[config.mk]
export PLATFORM = sky130hd
export DESIGN_NAME = uv_sphere_index_generator
export DESIGN_NICKNAME = d
export VERILOG_FILES = /design/src/hdl/usig_pkg.sv /design/src/hdl/uv_sphere_index_generator.sv
export SDC_FILE = /design/constraint.sdc
export NUM_CORES = 1
export LEC_CHECK = 0
export BUFFER_PORTS_ARGS = -buffer_cell sky130_fd_sc_hd__buf_4
export CAP_MARGIN = 20
export CELL_PAD_IN_SITES_DETAIL_PLACEMENT = 0
export CELL_PAD_IN_SITES_GLOBAL_PLACEMENT = 1
export CORE_ASPECT_RATIO = 0.6
export CORE_MARGIN = 2
export CORE_UTILIZATION = 40
export CTS_CLUSTER_DIAMETER = 60
export DETAILED_ROUTE_END_ITERATION = 12
export GPL_TIMING_DRIVEN = 0
export MAX_ROUTING_LAYER = met4
export PLACE_DENSITY_LB_ADDON = 0.1
export SLEW_MARGIN = 25
export SYNTH_ARGS = -nofsm -noshare
export SYNTH_HDL_FRONTEND = slang
export SYNTH_SLANG_ARGS = --single-unit
[constraint.sdc]
create_clock -name clk -period 5.85 [get_ports clk]
set_input_delay 0.2925 -clock clk [delete_from_list [all_inputs] [get_ports clk]]
set_output_delay 0.2925 -clock clk [all_outputs]
set_load 0.02 [all_outputs]
[src/hdl/usig_pkg.sv]
// ----------------------------------------------------------------------------
// usig_pkg
// Shared types and constants for the UV sphere triangle index generator.
// ----------------------------------------------------------------------------
`default_nettype none

package usig_pkg;

	localparam int IDX_W   = 16;
	localparam int RING_W  = 8;
	localparam int MER_W   = RING_W + 1;
	localparam int POS_W   = 10;
	localparam int PADDR_W = 3;
	localparam int PDATA_W = 32;

	localparam logic [RING_W-1:0] RING_RESET = 8'd8;
	localparam logic [RING_W-1:0] RING_MIN   = 8'd2;

	// register select is the word address bit
	localparam logic REG_RING_COUNT = 1'b0;
	localparam logic REG_CLOCKWISE  = 1'b1;

	typedef enum logic [2:0] {
		SEC_TOP    = 3'b001,
		SEC_BAND   = 3'b010,
		SEC_BOTTOM = 3'b100
	} section_t;

endpackage

`default_nettype wire

[src/hdl/uv_sphere_index_generator.sv]
// ----------------------------------------------------------------------------
// uv_sphere_index_generator
// Emits the triangle index list of a UV sphere, one triangle per beat:
// top cap fan, latitude bands, bottom cap fan.
// ----------------------------------------------------------------------------
// An accepted input beat passes through the input register, then the output register, to its result beat.
// Throughput: one triangle per cycle while the result side does not stall; counters update in a single pass.
// A full output register held by result_stall stalls the input register behind it.
// Reset: ring_count = 8, clockwise_front = 0, sequence at the first triangle.
// ----------------------------------------------------------------------------
`default_nettype none

module uv_sphere_index_generator
	import usig_pkg::*;
(
	input  wire logic               clk,
	input  wire logic               arst_n,

	input  wire logic               psel,
	input  wire logic               penable,
	input  wire logic               pwrite,
	input  wire logic [PADDR_W-1:0] paddr,
	input  wire logic [PDATA_W-1:0] pwdata,
	output logic      [PDATA_W-1:0] prdata,
	output logic                    pready,

	input  wire logic               item_valid,
	output logic                    item_stall,
	input  wire logic               restart,

	output logic                    result_valid,
	input  wire logic               result_stall,
	output logic      [IDX_W-1:0]   index_a,
	output logic      [IDX_W-1:0]   index_b,
	output logic      [IDX_W-1:0]   index_c,
	output logic                    last_triangle
);

	logic [RING_W-1:0] ring_q;
	logic              cw_q;

	section_t          sec_q;
	logic [RING_W-1:0] band_q;
	logic [POS_W-1:0]  pos_q;
	logic [IDX_W-1:0]  offs_q;
	logic              half_q;

	logic              valid_s1;
	logic              restart_s1;

	logic              out_free;
	logic              advance;

	// config port
	assign pready = 1'b1;

	always_ff @(posedge clk or negedge arst_n) begin
		if (!arst_n) begin
			ring_q <= RING_RESET;
			cw_q   <= 1'b0;
		end else if (psel && penable && pwrite && pready) begin
			case (paddr[2])
				REG_RING_COUNT: ring_q <= pwdata[RING_W-1:0];
				REG_CLOCKWISE:  cw_q   <= pwdata[0];
				default: ;
			endcase
		end
	end

	always_comb begin
		case (paddr[2])
			REG_RING_COUNT: prdata = {{(PDATA_W-RING_W){1'b0}}, ring_q};
			REG_CLOCKWISE:  prdata = {{(PDATA_W-1){1'b0}}, cw_q};
			default:        prdata = '0;
		endcase
	end

	// handshake
	assign out_free   = !result_valid || !result_stall;
	assign advance    = valid_s1 && out_free;
	assign item_stall = valid_s1 && !out_free;

	always_ff @(posedge clk or negedge arst_n) begin
		if (!arst_n) begin
			valid_s1     <= 1'b0;
			result_valid <= 1'b0;
		end else begin
			if (!item_stall)
				valid_s1 <= item_valid;
			if (out_free)
				result_valid <= valid_s1;
		end
	end

	always_ff @(posedge clk) begin
		if (!item_stall)
			restart_s1 <= restart;
	end

	// index computation
	logic [RING_W-1:0] r;
	logic [MER_W-1:0]  m;
	logic [POS_W-1:0]  m_m1;
	logic [IDX_W-1:0]  m16;

	section_t          sec_e;
	logic [RING_W-1:0] band_e;
	logic [POS_W-1:0]  pos_e;
	logic [IDX_W-1:0]  offs_e;
	logic              half_e;
	logic              at_end;

	logic [IDX_W-1:0]  p16;
	logic [IDX_W-1:0]  i16;
	logic [IDX_W-1:0]  pole;
	logic [RING_W-1:0] band_inc;

	logic [IDX_W-1:0]  a_n, b_n, c_n;
	logic              last_n;

	section_t          sec_n;
	logic [RING_W-1:0] band_n;
	logic [POS_W-1:0]  pos_n;
	logic [IDX_W-1:0]  offs_n;
	logic              half_n;

	assign r    = (ring_q < RING_MIN) ? RING_MIN : ring_q;
	assign m    = {r, 1'b0};
	assign m_m1 = POS_W'(m) - POS_W'(1);
	assign m16  = IDX_W'(m);

	always_comb begin
		if (restart_s1) begin
			sec_e  = SEC_TOP;
			band_e = '0;
			pos_e  = '0;
			offs_e = IDX_W'(1);
			half_e = 1'b0;
		end else begin
			sec_e  = sec_q;
			band_e = band_q;
			pos_e  = pos_q;
			offs_e = offs_q;
			half_e = half_q;
		end
	end

	assign at_end   = (pos_e >= m_m1);
	assign p16      = IDX_W'(pos_e);
	assign i16      = offs_e + p16;
	assign pole     = offs_e + m16;
	assign band_inc = band_e + RING_W'(1);

	always_comb begin
		sec_n  = sec_e;
		band_n = band_e;
		pos_n  = pos_e + POS_W'(1);
		offs_n = offs_e;
		half_n = half_e;
		last_n = 1'b0;
		case (sec_e)
			SEC_TOP: begin
				a_n = '0;
				if (at_end) begin
					b_n    = m16;
					c_n    = IDX_W'(1);
					offs_n = IDX_W'(1);
					band_n = '0;
					half_n = 1'b0;
					pos_n  = '0;
					sec_n  = (r > RING_MIN) ? SEC_BAND : SEC_BOTTOM;
				end else begin
					b_n = p16 + IDX_W'(1);
					c_n = p16 + IDX_W'(2);
				end
			end
			SEC_BAND: begin
				a_n = i16;
				if (!half_e) begin
					b_n    = i16 + m16;
					c_n    = at_end ? i16 + IDX_W'(1) : i16 + m16 + IDX_W'(1);
					half_n = 1'b1;
					pos_n  = pos_e;
				end else begin
					b_n    = at_end ? i16 + IDX_W'(1) : i16 + m16 + IDX_W'(1);
					c_n    = at_end ? offs_e : i16 + IDX_W'(1);
					half_n = 1'b0;
					if (at_end) begin
						pos_n  = '0;
						offs_n = offs_e + m16;
						band_n = band_inc;
						if (band_inc >= r - RING_MIN)
							sec_n = SEC_BOTTOM;
					end
				end
			end
			default: begin
				a_n = pole;
				if (at_end) begin
					b_n    = offs_e;
					c_n    = pole - IDX_W'(1);
					last_n = 1'b1;
					sec_n  = SEC_TOP;
					band_n = '0;
					pos_n  = '0;
					offs_n = IDX_W'(1);
					half_n = 1'b0;
				end else begin
					b_n = i16 + IDX_W'(1);
					c_n = i16;
				end
			end
		endcase
	end

	always_ff @(posedge clk or negedge arst_n) begin
		if (!arst_n) begin
			sec_q  <= SEC_TOP;
			band_q <= '0;
			pos_q  <= '0;
			offs_q <= IDX_W'(1);
			half_q <= 1'b0;
		end else if (advance) begin
			sec_q  <= sec_n;
			band_q <= band_n;
			pos_q  <= pos_n;
			offs_q <= offs_n;
			half_q <= half_n;
		end
	end

	always_ff @(posedge clk) begin
		if (advance) begin
			index_a       <= a_n;
			index_b       <= cw_q ? c_n : b_n;
			index_c       <= cw_q ? b_n : c_n;
			last_triangle <= last_n;
		end
	end

	// checks
	a_stall_only_when_full: assert property (@(posedge clk) disable iff (!arst_n)
		item_stall |-> result_valid && result_stall)
		else $error("input stalled with output register free");

	a_top_clean: assert property (@(posedge clk) disable iff (!arst_n)
		sec_q == SEC_TOP |-> offs_q == IDX_W'(1) && !half_q)
		else $error("top cap entered with stale band state");

	a_half_in_band: assert property (@(posedge clk) disable iff (!arst_n)
		sec_q != SEC_BAND |-> !half_q)
		else $error("quad half flag set outside bands");

	a_s1_drains: assert property (@(posedge clk) disable iff (!arst_n)
		valid_s1 && !result_valid |=> result_valid)
		else $error("input register did not move to output register");

endmodule

`default_nettype wire

==> summary.md, run 1 <==
| Metric | Value |
|---|---|
| Status | finished clean |
| DIE AREA | roughly 0.026 sq mm |
| Dominant cells by area after synthesis | edfxtp_1 (15%), dfrtp_1 (12%), ha_1 (6.1%), xnor2_1 (5.7%), nand2_1 (4.5%) |
| Final wirelength | 44.0 mm |
| Hold Crit Class | in2reg |
| Layout cell share with drive strength beyond 1 | 0.210 |
| Peak VDD IR | 193 uV |
| Area growth syn-to-layout | 21.4% |
| CTS sink count | 99 |
| Initial antenna violation count | 1 |
| PortBufs | 74 |
| Dpl cells | ~1600 |
| Die Wd | 207 microns |
| Pwr per Cell Area | 228 mW/mm^2 |
| Vias per cell | 6.21 |
| Ys Warns | 0 |
| Worst-path maximum fanout | 11 |
| Slowest cell on crit path | or4_4 |
| Overall routing resource usage | 0.340 |
| Placer Congestion | 0.977 |
| Max-slew violation count | 0 |
| First-pass GRT wire length | 63.1 mm |
| ANT nets after route | 0 |
| Fraction of registers with async set/reset | 0.495 |
| First drt pass iteration count | 6 |
| CTS root buf | clkbuf_16 |
| DP Wirelength | approximately 34 mm |
| Min cycle time layout | 5690 ps |
| Largest net degree at the start of global routing | 50 |
| Clk_lat worst skew | 390 ps |
| Area leader, netlist | edfxtp_1 |
| Io pins | 127 |
| Maxcap violations | 0 |
| Vias | 10400 |
| Gr ovfl total | 0 |
| Vias in the first global route | 9355 |
| Commonest cells post-synth | nand2_1 (120), nor2_1 (108), a21oi_1 (77), o21ai_0 (74), xnor2_1 (64) |
| FILL cells | between 2000 and 2500 |
| Clk slew on worst S/H paths | roughly 80 ps |
| CP Data Arrival Time | 5790 ps |
| Detailed-route DRC error count | 0 |
| Longest Clk Path Bufs | 2 |
| CTS tree | done |
| Worst path required time | about 6000 ps |
| Worst rel slew slack | 0.285 |
| Critical path class | reg2reg |
| Final Cycle Share | 0.973 |
| FF/Latch Area | 0.00273 sq mm |
| Top-area cell type share of the netlist area | 0.152 |
| Yosys cell types | 92 |
| Multi-input gate area | about 0.007 sq mm |
| Post-synth EDFFs | 50 |
| Setup violations, final | 0 |
| Flops & latches, synth | just under 100 |
| Static Leak | 4.75 nW |
| Nature of the critical path startpoint | flop |
| Synth Flop Type | edfxtp_1 |
| Most common cell in the netlist | nand2_1 |
| Die Height | ~130 microns |
| Worst Skew | 15.1 ps |
| H-tree depth | 3 |
| Num CTS Buffers | 9 |
| Worst-Margin Slew | 1070 ps |
| Syn_area_per_cell | between 8 and 9 sq um |
| Rows | 44 |
| Fmax achieved | 176 MHz |
| Buffers plus inverters on the worst setup path | 8 |
| Fin nets | 1439 |
| Crit-path leading delay family | compound AO/OA/AOI/OAI gates |
| Cell Area, Synth | 0.00990 sq mm |
| Core area | around 0.024 sq mm |
| Starting Density | 0.409 |
| Core Util, Final | 0.496 |
| Setup TNS | 0 ps |
| Most common cell on crit path | buf_12 |
| Worst Setup End Kind | flop |
| Fin. Hold Viols | 0 |
| Synth Instances | 1216 |
| Initial DRC Count | 1200 |
| Crit path largest cell delay | 510 ps |
| Average wire per standard cell | between 20 and 30 microns |
| PnR Total Power | approximately 2.7 mW |
| Final Non-Filler Cells | roughly 1700 |
| Sequential-to-total area share from yosys stat | 0.276 |
## cells by family after synthesis
group | share of synthesized area
compound gates | 0.251
buf+inv | 0.0680
mux | 0.0397
flops | 0.276
other cells | 0.000759
xor+xnor | 0.0871
fa+ha+maj | 0.0669
simple gates | 0.210
## worst paths after layout
| check | start | end | slack (ps) | cells after the start |
|---|---|---|---|---|
| max in group asynchronous | arst_n | offs_q[14]$_DFFE_PN0P_ | 4860 | 2 |
| setup / recovery | restart_s1$_DFFE_PN_ | index_c[11]$_DFFE_PP_ | 160 | 26 |
| hold reg to reg | offs_q[7]$_DFFE_PN0P_ | offs_q[7]$_DFFE_PN0P_ | 480 | 2 |
| setup reg to reg | restart_s1$_DFFE_PN_ | index_c[11]$_DFFE_PP_ | 160 | 26 |
| min in group asynchronous | arst_n | ring_q[7]$_DFFE_PN0P_ | 460 | 2 |
| hold / removal | restart | restart_s1$_DFFE_PN_ | 70 | 1 |
## metal layers
| layer | share of wire | track usage | up-vias |
|---|---|---|---|
| li1 | - | - | 4684 |
| met1 | 0.47 | 0.506 | 5025 |
| met2 | 0.38 | 0.428 | 618 |
| met3 | 0.13 | 0.120 | 65 |
| met4 | 0.017 | 0.0744 | 0 |
| met5 | 0 | - | - |
## placed cells by master, fill, tap and decap left out, drive strengths merged, types with 7 or more instances in the layout
cell	count
inv	34
conb	25
nand3	36
and3	10
a31oi	14
xnor2	68
a221oi	10
ha	48
or4	7
o221ai	12
o22ai	15
nand4	14
o21a	8
a21oi	81
a211oi	18
or2	7
mux2i	19
o211ai	18
xor2	27
nand2	120
clkbuf	62
o21ai	79
buf	151
dfrtp	46
a22o	13
nor3	26
nor2b	31
edfxtp	50
nand2b	13
and2	10
a21o	20
o31ai	16
nor2	109
mux2	18
or3	9
## sequential cells by signal, summed over array words and instances (netlist names), 3 cells and up
name	cells
index_a	16
band_q	8
pos_q	10
index_c	16
ring_q	8
sec_q	3
offs_q	16
index_b	16
## power by group
part / switching, mW / internal (mW) / total (mW)
sequential: 0.0554 / 0.817 / 0.872
clock: 0.302 / 0.331 / 0.634
combinational: 0.781 / 0.452 / 1.23
total: 1.14 / 1.60 / 2.74
## final cells by class
type                    count  share of cell area
multi-input cells         996               0.585
inverters                  36              0.0112
flip-flops and latches     99               0.227
plain buffers             102              0.0509
clock buffers              10              0.0191
clock inverters             6             0.00531
well taps                 322              0.0335
diodes                      1            0.000208
repair buffers            102              0.0676
## through the flow
| stage | setup WS (ps) | hold WS (ps) | cell area [sq um] |
|---|---|---|---|
| 2_1_floorplan | 0.725 | -3.09 | 10000 |
| 3_3_place_gp | -1650 | 373 | 11000 |
| 3_5_place_dp | -1620 | 381 | 11000 |
| 4_1_cts | 3.45 | 64.7 | 11700 |
| 5_1_grt | -16.1 | 61.6 | 12000 |
| 6_report | 158 | 72.2 | 12000 |
## timing repair
item | CTS | global route
hold buffers | 1 | 0
buffers inserted | 14 | 11
gates cloned | 0 | 1
setup endpoints to repair | 45 | 47
hold endpoints to repair | 45 | 0
pin swaps | 15 | 29
resized for setup | 63 | 52
(Power assumes the default switching activity.)
==> inputs of run 2 (changes only) <==
--- a/config.mk
+++ b/config.mk
@@ -5,18 +5,21 @@
 export SDC_FILE = /design/constraint.sdc
 export NUM_CORES = 1
 export LEC_CHECK = 0
+export ABC_AREA = 1
 export BUFFER_PORTS_ARGS = -buffer_cell sky130_fd_sc_hd__buf_4
 export CAP_MARGIN = 20
 export CELL_PAD_IN_SITES_DETAIL_PLACEMENT = 0
 export CELL_PAD_IN_SITES_GLOBAL_PLACEMENT = 1
 export CORE_ASPECT_RATIO = 0.6
 export CORE_MARGIN = 2
-export CORE_UTILIZATION = 40
+export CORE_UTILIZATION = 39
 export CTS_CLUSTER_DIAMETER = 60
+export CTS_CLUSTER_SIZE = 24
 export DETAILED_ROUTE_END_ITERATION = 12
 export GPL_TIMING_DRIVEN = 0
 export MAX_ROUTING_LAYER = met4
 export PLACE_DENSITY_LB_ADDON = 0.1
+export RECOVER_POWER = 50
 export SLEW_MARGIN = 25
 export SYNTH_ARGS = -nofsm -noshare
 export SYNTH_HDL_FRONTEND = slang
==> summary.md, run 2 <==
| Metric | Value |
|---|---|
| Status | finished, violations left |
| Failing checks | capacitance limit, slew limit |
| CP Data Arrival Time | 5850 ps (+60 ps) |
| Die Wd | 212 microns (+2.4%) |
| Clock Power Share | 0.152 (-0.079) |
| FF-to-FF setup slack | 150 ps (about the same) |
| Hold path startpoint | restart |
| Flops & latches, synth | 99 (unchanged) |
| First-pass GRT wire length | 63.8 mm (+1.1%) |
| Maxcap violations | 2 (+2) |
| Layout cell share with drive strength beyond 1 | 0.110 (-0.101) |
| Setup violations, final | 0 (unchanged) |
| Ys Warns | 0 (unchanged) |
| Initial DRC Count | 1392 (+16%) |
| FF/Latch Area | 0.00273 sq mm (unchanged) |
| R2R Path End | index_c[15]$_DFFE_PP_ |
| Antenna fix cells | 0 (-1) |
| Area of placed instances | 0.0112 sq mm (+2.4%) |
| Worst Setup End Kind | flop |
| Sw Pwr | 2.28 mW (+100%) |
| Post-Synth XOR/XNOR Area | 0.0596 (-0.0275) |
| Die Height | 129 microns (+2.3%) |
| First drt pass iteration count | 6 (unchanged) |
| Synth Area in Adders | 0.0633 (-0.00356) |
| DIE AREA | 0.0273 sq mm (+4.7%) |
| Largest net degree at the start of global routing | 51 (+2.0%) |
| Overall routing resource usage | 0.333 (-0.00701) |
| Final wirelength | 43.1 mm (-1.9%) |
| Largest family of logic cells by synthesized area | simple AND/OR/NAND/NOR gates |
| R2R Path Start | restart_s1$_DFFE_PN_ |
| Slowest cell on crit path | edfxtp_1 |
| Placer Congestion | 1.05 (+7.6%) |
| Final Cycle Share | 0.974 (+0.00132) |
| Post-synthesis compound-gate area fraction | 0.160 (-0.0913) |
| Worst Skew | 15.3 ps (+0.242 ps) |
| Hold Crit Depth | 1 (unchanged) |
| Cell Area, Synth | 0.0101 sq mm (+2.2%) |
| Static Leak | 5.29 nW (+11%) |
| Min cycle time layout | 5700 ps (+7.72 ps) |
| Worst rel slew slack | -1.08 (-1.37) |
| Clk_lat worst skew | 390 ps (about the same) |
| Peak VDD IR | 163 uV (-15%) |
| Average wire per standard cell | 21.8 microns (-17%) |
| CTS tree | done |
| Core Util, Final | 0.448 (-0.0477) |
| Num CTS Buffers | 9 (unchanged) |
| Vias | 11000 (+5.7%) |
| CTS root buf | clkbuf_16 |
| Nature of the critical path startpoint | flop |
| ANT nets after route | 0 (unchanged) |
| Post-synth EDFFs | 50 (unchanged) |
| Synth Flop Type | edfxtp_1 |
| Hold slack final | 98.8 ps (+26.6 ps) |
| Detailed-route DRC error count | 0 (unchanged) |
| Fmax achieved | 175 MHz (-0.14%) |
| Dpl cells | 1957 (+20%) |
| Pwr per Cell Area | 377 mW/mm^2 (+66%) |
| Post-route cell area | 0.0114 sq mm (-5.3%) |
| Worst path required time | 6000 ps (+50 ps) |
| DP Wirelength | 34.7 mm (+1.7%) |
| Worst-path maximum fanout | 18 (+7) |
| FILL cells | 2710 (+12%) |
| Starting Density | 0.399 (-0.0101) |
| Initial antenna violation count | 0 (-1) |
| Commonest non-fill, non-tap cell in the layout | nand2_1 |
| Vias per cell | 5.56 (-10%) |
| Core area | 0.0254 sq mm (+4.8%) |
| Fin nets | 1712 (+19%) |
| Synth Instances | 1506 (+24%) |
| Multi-input gate area | 0.00640 sq mm (-8.9%) |
| Critical path class | reg2reg |
| Simple-gate share of the synthesized area | 0.335 (+0.125) |
| Power share of the sequential group | 0.237 (-0.082) |
| Top-area cell type share of the netlist area | 0.148 (-0.00332) |
| Area leader, netlist | edfxtp_1 |
| Combinational Power Share | 0.612 (+0.162) |
| Worst reg2reg path depth | 35 (+35%) |
| Commonest cells post-synth | nand2_1 (388), nor2_1 (156), inv_1 (154), o21ai_0 (96), nand3_1 (88) |
| Hold Path End | restart_s1$_DFFE_PN_ |
| Unrepaired setup endpoints after global routing | no |
| Area growth syn-to-layout | 12.5% |
| CTS sink count | 99 (unchanged) |
| Setup TNS | 0 ps (unchanged) |
| Worst-Margin Slew | 3120 ps (+2050 ps) |
| Most common cell in the netlist | nand2_1 |
| Vias in the first global route | 9942 (+6.3%) |
| Hold Crit Class | in2reg |
| Crit path largest cell delay | 380 ps (-130 ps) |
| Fraction of registers with async set/reset | 0.495 (unchanged) |
| Buffers plus inverters on the worst setup path | 8 (unchanged) |
| Yosys cell types | 60 (-35%) |
| Syn_area_per_cell | 6.72 sq um (-17%) |
| Most common cell on crit path | nand2_1 |
| Mux cell area share after synthesis | 0.000989 (-0.0387) |
| Internal cell power | 2.02 mW (+26%) |
| H-tree depth | 3 (unchanged) |
| Final Non-Filler Cells | 1976 (+18%) |
| Sequential-to-total area share from yosys stat | 0.270 (-0.00604) |
| Io pins | 127 (unchanged) |
| Longest Clk Path Bufs | 2 (unchanged) |
| PortBufs | 75 (+1.4%) |
| Clk slew on worst S/H paths | 70 ps (about the same) |
| Rows | 45 (+2.3%) |
| Crit-path leading delay family | simple AND/OR/NAND/NOR gates |
| Dominant cells by area after synthesis | edfxtp_1 (15%), nand2_1 (14%), dfrtp_1 (11%), ha_1 (5.9%), nor2_1 (5.8%) |
| Max-slew violation count | 101 (+101) |
| Gr ovfl total | 0 (unchanged) |
| Most frequent cells in the layout | nand2_1 (387), inv_1 (154), nor2_1 (154), o21ai_0 (96), clkbuf_1 (93) |
| Fin. Hold Viols | 0 (unchanged) |
| Switch share | 0.530 (+0.115) |
[run 2: cell types whose count changed after synthesis, moves of 31 or more]
cell	change
nand2_1	+268
nor2_1	+48
xnor2_1	-52
nor2b_1	-31
nand3_1	+52
inv_1	+121
[run 2: how the worst max path moves through the flow]
stage	from	cells after the start	end
floorplan	restart_s1$_DFFE_PN_	31	index_c[14]$_DFFE_PP_
global placement	restart_s1$_DFFE_PN_	26	index_b[15]$_DFFE_PP_
detailed placement	restart_s1$_DFFE_PN_	26	index_c[15]$_DFFE_PP_
CTS	restart_s1$_DFFE_PN_	34	index_c[15]$_DFFE_PP_
global route	restart_s1$_DFFE_PN_	35	index_b[15]$_DFFE_PP_
finish	restart_s1$_DFFE_PN_	35	index_c[15]$_DFFE_PP_
[run 2: layer usage]
layer | track usage | up-vias | share of wire
met5 | - | - | 0
met4 | 0.0688 | 0 | 0.017
met3 | 0.113 | 48 | 0.13
met2 | 0.413 | 588 | 0.37
met1 | 0.502 | 5175 | 0.48
li1 | - | 5175 | -
[run 2: logic make-up (layout without fill, tap and decap cells)]
family,after synthesis,in the layout
compound gates,282,282
xor+xnor,59,59
fa+ha+maj,50,50
buf+inv,254,349
flops,99,99
mux,1,1
other cells,2,25
simple gates,759,759
[run 2: power groups by stage]
stage	Clock [mW]	Combinational, mW	Sequential, mW
after floorplan	0	1.62	1.10
after global placement	0	2.56	1.03
after detailed placement	0	2.57	1.03
after CTS	0.662	2.58	1.01
after global routing	0.690	2.84	1.03
final	0.651	2.63	1.02
[run 2: final cells by class]
| class | count | share of cell area |
|---|---|---|
| clock buffers | 14 | 0.0233 |
| repair buffers | 80 | 0.0346 |
| plain buffers | 83 | 0.0411 |
| well taps | 352 | 0.0387 |
| inverters | 170 | 0.0567 |
| clock inverters | 2 | 0.00308 |
| multi-input cells | 1176 | 0.563 |
| flip-flops and latches | 99 | 0.240 |
[run 2: repair_timing]
item / 4_1_cts / 5_1_grt
buffers inserted: 0 / 3
endpoints found under the setup margin: 6 / 11
hold buffers: 1 / 0
endpoints found under the hold margin: 46 / 0
resized for setup: 0 / 11
pin swaps: 0 / 3
[run 2: per-stage QoR]
stage	worst slack (ps)	power, mW
floorplan	1510	2.73
finish	151	4.30
CTS	82.1	4.26
global route	2.89	4.56
detailed placement	-290	3.59
global placement	-324	3.59
==> inputs of run 3 (changes only) <==
--- a/config.mk
+++ b/config.mk
@@ -11,7 +11,7 @@
 export CELL_PAD_IN_SITES_DETAIL_PLACEMENT = 0
 export CELL_PAD_IN_SITES_GLOBAL_PLACEMENT = 1
 export CORE_ASPECT_RATIO = 0.6
-export CORE_MARGIN = 2
+export CORE_MARGIN = 4
 export CORE_UTILIZATION = 39
 export CTS_CLUSTER_DIAMETER = 60
 export CTS_CLUSTER_SIZE = 24
==> constraint.sdc (replaced) <==
create_clock -name clk -period 5.85 [get_ports clk]
set_input_delay 0 -clock clk [delete_from_list [all_inputs] [get_ports clk]]
set_output_delay 0 -clock clk [all_outputs]
set_load 0.02 [all_outputs]
==> summary.md, run 3 (same netlist as run 2, synthesis figures left out) <==
| Metric | Value |
|---|---|
| Status | finished, violations left |
| Failing checks | capacitance limit, slew limit |
| Setup TNS | 0 ps (unchanged) |
| Hold Crit Class | in2reg |
| Static Leak | 5.34 nW (+1.0%) |
| Sw Pwr | 2.30 mW (+1.0%) |
| Pwr per Cell Area | 375 mW/mm^2 (-0.76%) |
| Internal cell power | 2.00 mW (-0.82%) |
| Hold path startpoint | paddr[2] |
| Clk slew on worst S/H paths | 80 ps (about the same) |
| DIE AREA | 0.0287 sq mm (+5.1%) |
| Clock Power Share | 0.145 (-0.007) |
| Setup violations, final | 0 (unchanged) |
| Met1 usage | 0.488 (-0.0143) |
| Placer Congestion | 1.02 (-3.2%) |
| Antenna fix cells | 0 (unchanged) |
| Overall routing resource usage | 0.312 (-0.0202) |
| Post-route cell area | 0.0115 sq mm (+0.93%) |
| H-tree depth | 3 (unchanged) |
| DP Wirelength | 35.4 mm (+2.0%) |
| Hold slack final | 125 ps (+26.0 ps) |
| Core Util, Final | 0.452 (+0.00419) |
| Met3 GRT Util | 0.0897 (-0.0233) |
| Switch share | 0.535 (+0.00465) |
| Detailed-route DRC error count | 0 (unchanged) |
| Fin nets | 1725 (+0.76%) |
| Layout cell share with drive strength beyond 1 | 0.109 (-0.000870) |
| Slowest cell on crit path | ha_1 |
| Final wirelength | 44.2 mm (+2.4%) |
| Vias in the first global route | 10000 (+0.74%) |
| Min cycle time layout | 5600 ps (-104 ps) |
| Fin. Hold Viols | 0 (unchanged) |
| Worst Setup End Kind | flop |
| Most frequent cells in the layout | nand2_1 (388), nor2_1 (155), inv_1 (154), o21ai_0 (96), clkbuf_1 (92) |
| Critical path class | reg2reg |
| Peak VDD IR | 162 uV (-0.75%) |
| Most common cell on crit path | nand2_1 |
| CP Data Arrival Time | 5740 ps (-110 ps) |
| Worst-Margin Slew | 3070 ps (-50.8 ps) |
| Die Wd | 216 microns (+1.9%) |
| Unrepaired setup endpoints after global routing | no |
| Crit-path leading delay family | simple AND/OR/NAND/NOR gates |
| CTS sink count | 99 (unchanged) |
| Nature of the critical path startpoint | flop |
| Io pins | 127 (unchanged) |
| ANT nets after route | 0 (unchanged) |
| Vias | 11000 (+0.51%) |
| Final Cycle Share | 0.957 (-0.0177) |
| Clk_lat worst skew | 390 ps (about the same) |
| M2 GR Usage | 0.397 (-0.0156) |
| Worst rel slew slack | -1.05 (+0.0339) |
| Core area | 0.0254 sq mm (unchanged) |
| Vias per cell | 5.55 (-0.15%) |
| Power share of the sequential group | 0.236 (about the same) |
| Dpl ws | -172 ps (+118 ps) |
| Initial antenna violation count | 0 (unchanged) |
| Longest Clk Path Bufs | 2 (unchanged) |
| Die Height | 133 microns (+3.1%) |
| First drt pass iteration count | 7 (+1) |
| Dpl cells | 1957 (unchanged) |
| Max-slew violation count | 102 (+0.99%) |
| Gr ovfl total | 0 (unchanged) |
| Average wire per standard cell | 22.2 microns (+1.7%) |
| R2R Path Start | restart_s1$_DFFE_PN_ |
| Final WS setup | 254 ps (+104 ps) |
| FILL cells | 2752 (+1.5%) |
| PortBufs | 75 (unchanged) |
| Combinational Power Share | 0.620 (+0.008) |
| Worst setup startpoint | restart_s1$_DFFE_PN_ |
| CTS root buf | clkbuf_16 |
| Worst path required time | 6000 ps (about the same) |
| PnR Total Power | 4.30 mW (+0.17%) |
| Starting Density | 0.399 (unchanged) |
| Largest net degree at the start of global routing | 52 (+2.0%) |
| Fmax achieved | 179 MHz (+1.9%) |
| Top Usage Layer GRT | met1 |
| CTS tree | done |
| Area of placed instances | 0.0112 sq mm (unchanged) |
| Worst-path maximum fanout | 18 (unchanged) |
| Worst Skew | 16.4 ps (+1.06 ps) |
| First-pass GRT wire length | 64.8 mm (+1.5%) |
| Maxcap violations | 2 (unchanged) |
| Commonest non-fill, non-tap cell in the layout | nand2_1 |
| Buffers plus inverters on the worst setup path | 4 (-4) |
| Num CTS Buffers | 9 (unchanged) |
| Area growth syn-to-layout | 13.5% |
| Crit path largest cell delay | 530 ps (+150 ps) |
| Initial DRC Count | 1536 (+10%) |
| Final Non-Filler Cells | 1989 (+0.66%) |
| Rows | 45 (unchanged) |
## run 3: cell types whose count changed in the layout (fill, tap and decap cells not counted), sizes merged
| cell | change |
|---|---|
| bufinv | -1 |
| clkbuf | +2 |
| dlygate4sd3 | +12 |
## run 3: power by group through the flow
| stage | clock, mW | combinational [mW] | sequential [mW] |
|---|---|---|---|
| 2_1_floorplan | 0 | 1.62 | 1.10 |
| 3_3_place_gp | 0 | 2.59 | 1.02 |
| 3_5_place_dp | 0 | 2.59 | 1.02 |
| 4_1_cts | 0.635 | 2.61 | 1.01 |
| 5_1_grt | 0.667 | 2.88 | 1.03 |
| 6_report | 0.623 | 2.67 | 1.01 |
## run 3: per-layer routing
| metal | vias up | routed length, microns | part of all wire |
|---|---|---|---|
| li1 | 5197 | - | - |
| met1 | 5269 | 22000 | 0.50 |
| met2 | 543 | 16500 | 0.37 |
| met3 | 33 | 5060 | 0.11 |
| met4 | 0 | 551 | 0.012 |
| met5 | - | 0 | 0 |
## run 3: final timing paths
check | endpoint | slack (ps) | depth (start not counted)
worst max-delay path | index_b[14]$_DFFE_PP_ | 250 | 26
worst min-delay path | ring_q[3]$_DFFE_PN1P_ | 120 | 5
worst max register to register | index_b[14]$_DFFE_PP_ | 250 | 26
worst min register to register | result_valid$_DFFE_PN0N_ | 480 | 2
max in group asynchronous | offs_q[14]$_DFFE_PN0P_ | 2940 | 2
min in group asynchronous | ring_q[0]$_DFFE_PN0P_ | 1150 | 2
## run 3: worst reg2reg max path, stage by stage, from the launching register on
cell and delay [ps]:
edfxtp_1 340, buf_6 240, clkbuf_1 540, nor2_1 340, ha_1 530, inv_1 160
o21ai_1 210, inv_1 90, nand3_2 120, xor2_4 340, ha_1 390, a21oi_1 180
nand3_1 160, a21o_1 290, nand3_2 190, nand2_1 90, nand2_1 140, nand2_1 120
nor2_1 100, nand2_1 80, nor2_2 120, xor2_1 150, nand2_1 90, nand3_1 90
nand2_1 130, nand2_1 90, nand2_1 50
## run 3: cell type report
cell class,count,area (sq um),area share
Buffer,83,467,0.0406
Clock buffer,15,283,0.0246
Clock inverter,1,5.00,0.000436
Inverter,170,646,0.0562
Multi-Input combinational cell,1176,6400,0.557
Sequential cell,99,2730,0.238
Tap cell,352,440,0.0383
Timing Repair Buffer,93,518,0.0451
## run 3: timing repair
action,4_1_cts,5_1_grt
hold endpoints to repair,58,0
pin swaps,0,1
resized for setup,0,7
setup endpoints to repair,8,10
buffers inserted,0,4
hold buffers,13,0
